$ cat src/rtl/core/stks_pkg.sv
// ---------------------------------------------------------------------------
// stks_pkg - shared types and constants for the sorted table key search
// Holds the table entry layout, result codes and the sequencer states.
// ---------------------------------------------------------------------------
package stks_pkg;

    // Default table depth
    localparam int DEPTH_DEFAULT = 1024;

    // Fixed payload widths
    localparam int VALUE_W  = 32;
    localparam int STATUS_W = 2;
    localparam int POS_W    = 10;
    localparam int OPOS_W   = 11;

    // Command codes
    localparam logic CMD_APPEND = 1'b0;
    localparam logic CMD_SEARCH = 1'b1;

    // Result status codes
    localparam logic [STATUS_W-1:0] STATUS_APPENDED  = 2'd0;
    localparam logic [STATUS_W-1:0] STATUS_FOUND     = 2'd1;
    localparam logic [STATUS_W-1:0] STATUS_NOT_FOUND = 2'd2;
    localparam logic [STATUS_W-1:0] STATUS_FULL      = 2'd3;

    // Position reported when nothing matched
    localparam logic [OPOS_W-1:0] POS_NONE = '1;

    // One table entry: value and its arrival position
    typedef struct packed {
        logic signed [VALUE_W-1:0] value;
        logic [POS_W-1:0]          position;
    } entry_t;

    // Result of the shared comparator
    typedef struct packed {
        logic lt;
        logic gt;
    } cmp_res_t;

    // Sequencer states
    typedef enum logic [3:0] {
        ST_IDLE,
        ST_SORT_NEXT,
        ST_SORT_LOAD,
        ST_SORT_PROBE,
        ST_SORT_CMP,
        ST_SRCH_INIT,
        ST_SRCH_PROBE,
        ST_SRCH_CMP,
        ST_EMIT
    } state_t;

endpackage

$ cat src/rtl/core/stks_cmp.sv
// ---------------------------------------------------------------------------
// stks_cmp - shared signed comparator
// Orders two signed values; used by both the sort and the search steps.
// ---------------------------------------------------------------------------
module stks_cmp (
    input  logic signed [stks_pkg::VALUE_W-1:0] a,
    input  logic signed [stks_pkg::VALUE_W-1:0] b,
    output stks_pkg::cmp_res_t                  res
);

    // Signed order of a against b
    always_comb
    begin
        res.lt = (a < b);
        res.gt = (a > b);
    end

endmodule

$ cat config.mk
export PLATFORM = sky130hd
export DESIGN_NAME = stks_cmp
export DESIGN_NICKNAME = d
export VERILOG_FILES = /design/src/rtl/core/stks_pkg.sv /design/src/rtl/core/stks_cmp.sv
export SDC_FILE = /design/constraint.sdc
export NUM_CORES = 1
export LEC_CHECK = 0
export BUFFER_PORTS_ARGS = -buffer_cell sky130_fd_sc_hd__buf_2
export CAP_MARGIN = 20
export CORE_ASPECT_RATIO = 0.8
export CORE_MARGIN = 2
export CORE_UTILIZATION = 40
export DETAILED_ROUTE_END_ITERATION = 10
export PLACE_DENSITY = 0.91
export SETUP_SLACK_MARGIN = 0.3
export SYNTH_ARGS = -nofsm -noshare
export SYNTH_HDL_FRONTEND = slang
export SYNTH_SLANG_ARGS = --single-unit
$ cat constraint.sdc
create_clock -name vclk -period 2.9
set_input_delay 0.58 -clock vclk [all_inputs]
set_output_delay 0.58 -clock vclk [all_outputs]
set_load 0.05 [all_outputs]
======== After elaboration in Yosys (flattened, before gate mapping) ========
Cells that the tools add are included.
cells by class
  order comparisons ....................... 2
operator list
  kind                 number
  32-bit > comparator  1
  32-bit < comparator  1
storage, ports and cells
  bits of input ports ..................... 64
  flip-flop bits (word level) ............. 0

======== Longest topological paths before layout ========
  depth in word-level cells ............... 1
  depth in mapped cells ................... 8

======== Least setup slack after synthesis ========
OpenSTA, ideal clock, no wires.
  path type ............................... in2out
  start ................................... in b[25] (netlist bit)
  end ..................................... out res[1] (netlist bit)
  path slack .............................. -0.294 ns
  data arrival time ....................... 2.614 ns
  stages .................................. 8
  path buffers ............................ 0
  path through ............................ inv_1 -> ha_1 -> a21o_1 -> a221o_1 -> a221oi_1 -> o21ai_0 -> o21a_1 -> nor2_1
RTL lines
  element          RTL line       text
  start, declared  stks_cmp.sv:7  input logic signed [stks_pkg::VALUE_W-1:0] b,
  end, declared    stks_cmp.sv:8  output stks_pkg::cmp_res_t res

==> run_results.csv <==
group,metric,value,unit
timing,relSlewSlack,0.7938,
route,via_count,1131,
worst_setup_path,path_common_cell,"buf_6",
global_route,grt_pass1_wl,3995,um
route,drc,0,
power_and_ir_drop,pwr-share-clk,0,
timing,fin_ws,-83.47,ps
global_route,gr-total-overflow,0,
placement,pre_cts_ws,-285.8,ps
timing,hold_viol_final,0,
cells_and_area,clock_buffers,0,
cells_and_area,seq_cell_count,0,
synthesis,yosysMostFrequentCell,"inv_1",
placement,gp_routability_congestion,0.6987,
timing,post-route-period-util,1.029,
power_and_ir_drop,swShare,0.4681,
min_path,hp-class,"in -> out",
synthesis,synth_mux_area_frac,0,
timing,grt_setup_unrepaired,"true",
placement,port_buffers,66,
worst_setup_path,slowest_delay,350,ps
route,drt_iter0_drc,12,
die,start_util,0.4305,
die,fp.dieArea,2456,um^2
global_route,grt_max_degree,5,
timing,worst_slew_pin_slew,309.3,ps
outcome,outcome,"complete, but fails checks",
worst_setup_path,cp-end-kind,"primary output",
placement,dpl.hpwl,2189,um
synthesis,synthAdderAreaFrac,0.4827,
global_route,antenna_found_initial,0,
synthesis,ys_types,22,
synthesis,synth_top_area_frac,0.4827,
worst_setup_path,setup.worst_path.start_class,"input port",
power_and_ir_drop,power.share.sequential,0,
die,rows,14,
cells_and_area,fin_util,0.8682,
run,max_cap_violations,0,
synthesis,syn_nets,211,
die,die_y,44.73,um
worst_setup_path,required,2320,ps
worst_setup_path,cp_cell_sequence,"buf_6 -> inv_4 -> ha_4 -> and2_4 -> a221o_1 -> a221oi_2 -> o21ai_4 -> buf_6 -> o221ai_4 -> nand2b_4 -> buf_8",
synthesis,synth_area_leaders,"ha_1 (48%), inv_1 (15%), a21oi_1 (4.8%)",
cells_and_area,fin_nets,294,
synthesis,avgSynthCellArea,7.213,um^2
global_route,grt_pass1_vias,1056,
global_route,track_usage,0.2140,
worst_setup_path,arrival,2400,ps
route,wl_per_cell,13.94,um
min_path,hold_end,"res[0]",
cells_and_area,stdcell_count,220,
clocking,cts_hold_buf,0,
min_path,hold_start,"a[31]",
synthesis,postSynthCellCount,115,
timing,report.final.slew_viol_count,0,
synthesis,synth_common_cells,"inv_1 (33), ha_1 (32), a21oi_1 (8), nand2_1 (6), nand4_1 (6)",
route,detail-route-antenna-nets,0,
outcome,violations,"setup timing",
synthesis,synth-compound-area-share,0.2051,
synthesis,synth_xor_area_frac,0,
cells_and_area,syn_to_final_growth,101.7,%
placement,dp_cells,215,
die,fp.dieW,54.92,um
synthesis,synth_area,829.5,um^2
synthesis,synth_top_family_by_area,"adder cells",
die,io_pins,66,
synthesis,synth_simple_gate_area_share,0.1629,
synthesis,synth_top_area_cell,"ha_1",
die,core,1927,um^2
route,drt_pass1_iterations,4,
timing,layout_min_cycle_time,2983,ps
cells_and_area,seq_area,0,um^2
route,totalWireLength,3067,um
cells_and_area,num_antenna_cells,0,
timing,fin_tns_setup,-154.6,ps
timing,setup_viol,2,
power_and_ir_drop,ir_worst_vdd,130.9,uV
power_and_ir_drop,p_per_area,162.6,nW/um^2
worst_setup_path,crit_slowest_cell,"a221oi_2",
power_and_ir_drop,power_frac_comb,1.000,
timing,max_freq,0.3352,GHz
cells_and_area,drive_above_1_share,0.5918,
route,viasPerCell,5.141,
min_path,worstHoldPathCells,7,
power_and_ir_drop,p_leak,0.9362,nW
worst_setup_path,setup.worst_path.class,"in -> out",
timing,hold_slack,1788,ps
synthesis,synth.yosys.seq_area_share,0,
worst_setup_path,timing.critical_path.fanout_max,3,
synthesis,synth-warning-count,0,
power_and_ir_drop,internal-power,0.0001447,W
power_and_ir_drop,p_sw,0.0001273,W
==> layout by cell type, fill, tap and decap left out, drive strengths merged <==
cell type	n
a221o	1
inv	33
nor2b	1
nor2	2
o221ai	1
a221oi	3
nand3	2
nand2	6
a21o	4
o211a	1
o21a	1
ha	32
buf	81
nor4	1
nand4	6
and2	1
or3	1
o21ai	5
nand2b	3
nor3	1
a31oi	1
and4	1
a21oi	8
==> layer usage <==
metal,up-vias,part of all wire,global-route usage
li1,566,-,-
met1,508,0.34,0.2048
met2,51,0.58,0.4857
met3,6,0.060,0.006623
met4,0,0.019,0.02927
met5,-,0,0
==> critical path: cells and delay by family <==
kind / cells / cell delay [ps]
buf+inv: 4 / 430
simple gates: 2 / 230
fa+ha+maj: 1 / 190
compound gates: 4 / 990
==> power by group through the flow <==
stage               clock network [W]  logic (W)  registers (W)
CTS                                 0   0.000234              0
finish                              0   0.000272              0
global placement                    0   0.000192              0
floorplan                           0   0.000117              0
global route                        0   0.000298              0
detailed placement                  0   0.000205              0
==> per-stage QoR <==
stage / power [W] / area [um^2]
3_5_place_dp: 0.0002047 / 1373
2_1_floorplan: 0.0001167 / 937.1
3_3_place_gp: 0.0001924 / 1373
4_1_cts: 0.0002345 / 1488
6_report: 0.0002720 / 1673
5_1_grt: 0.0002978 / 1673
==> worst max path at each step <==
| stage | slack, ps | start | end | cells past startpoint |
|---|---|---|---|---|
| detailed placement | -290 | b[14] | res[1] | 11 |
| finish | -80 | b[27] | res[0] | 11 |
| floorplan | 130 | b[26] | res[0] | 8 |
| global placement | -210 | b[26] | res[0] | 11 |
| global route | -160 | b[29] | res[0] | 11 |
| CTS | -70 | b[30] | res[0] | 13 |
==> logic make-up after synthesis <==
| logic type | count (synthesis) |
|---|---|
| compound gates | 25 |
| buf+inv | 33 |
| simple gates | 25 |
| fa+ha+maj | 32 |
==> cell type report <==
class	count	area, um^2
inverter	33	141.4
multi-input combinational	82	952.2
tap	24	30.03
fill	105	254.0
timing repair buffer	81	549.3
==> timing repair <==
action / CTS / global route
endpoints found under the setup margin: 2 / 2
gates cloned: 0 / 0
buffers inserted: 2 / 3
resized for setup: 21 / 29
pin swaps: 10 / 16
Note: power is estimated with default switching activity, not from simulation.
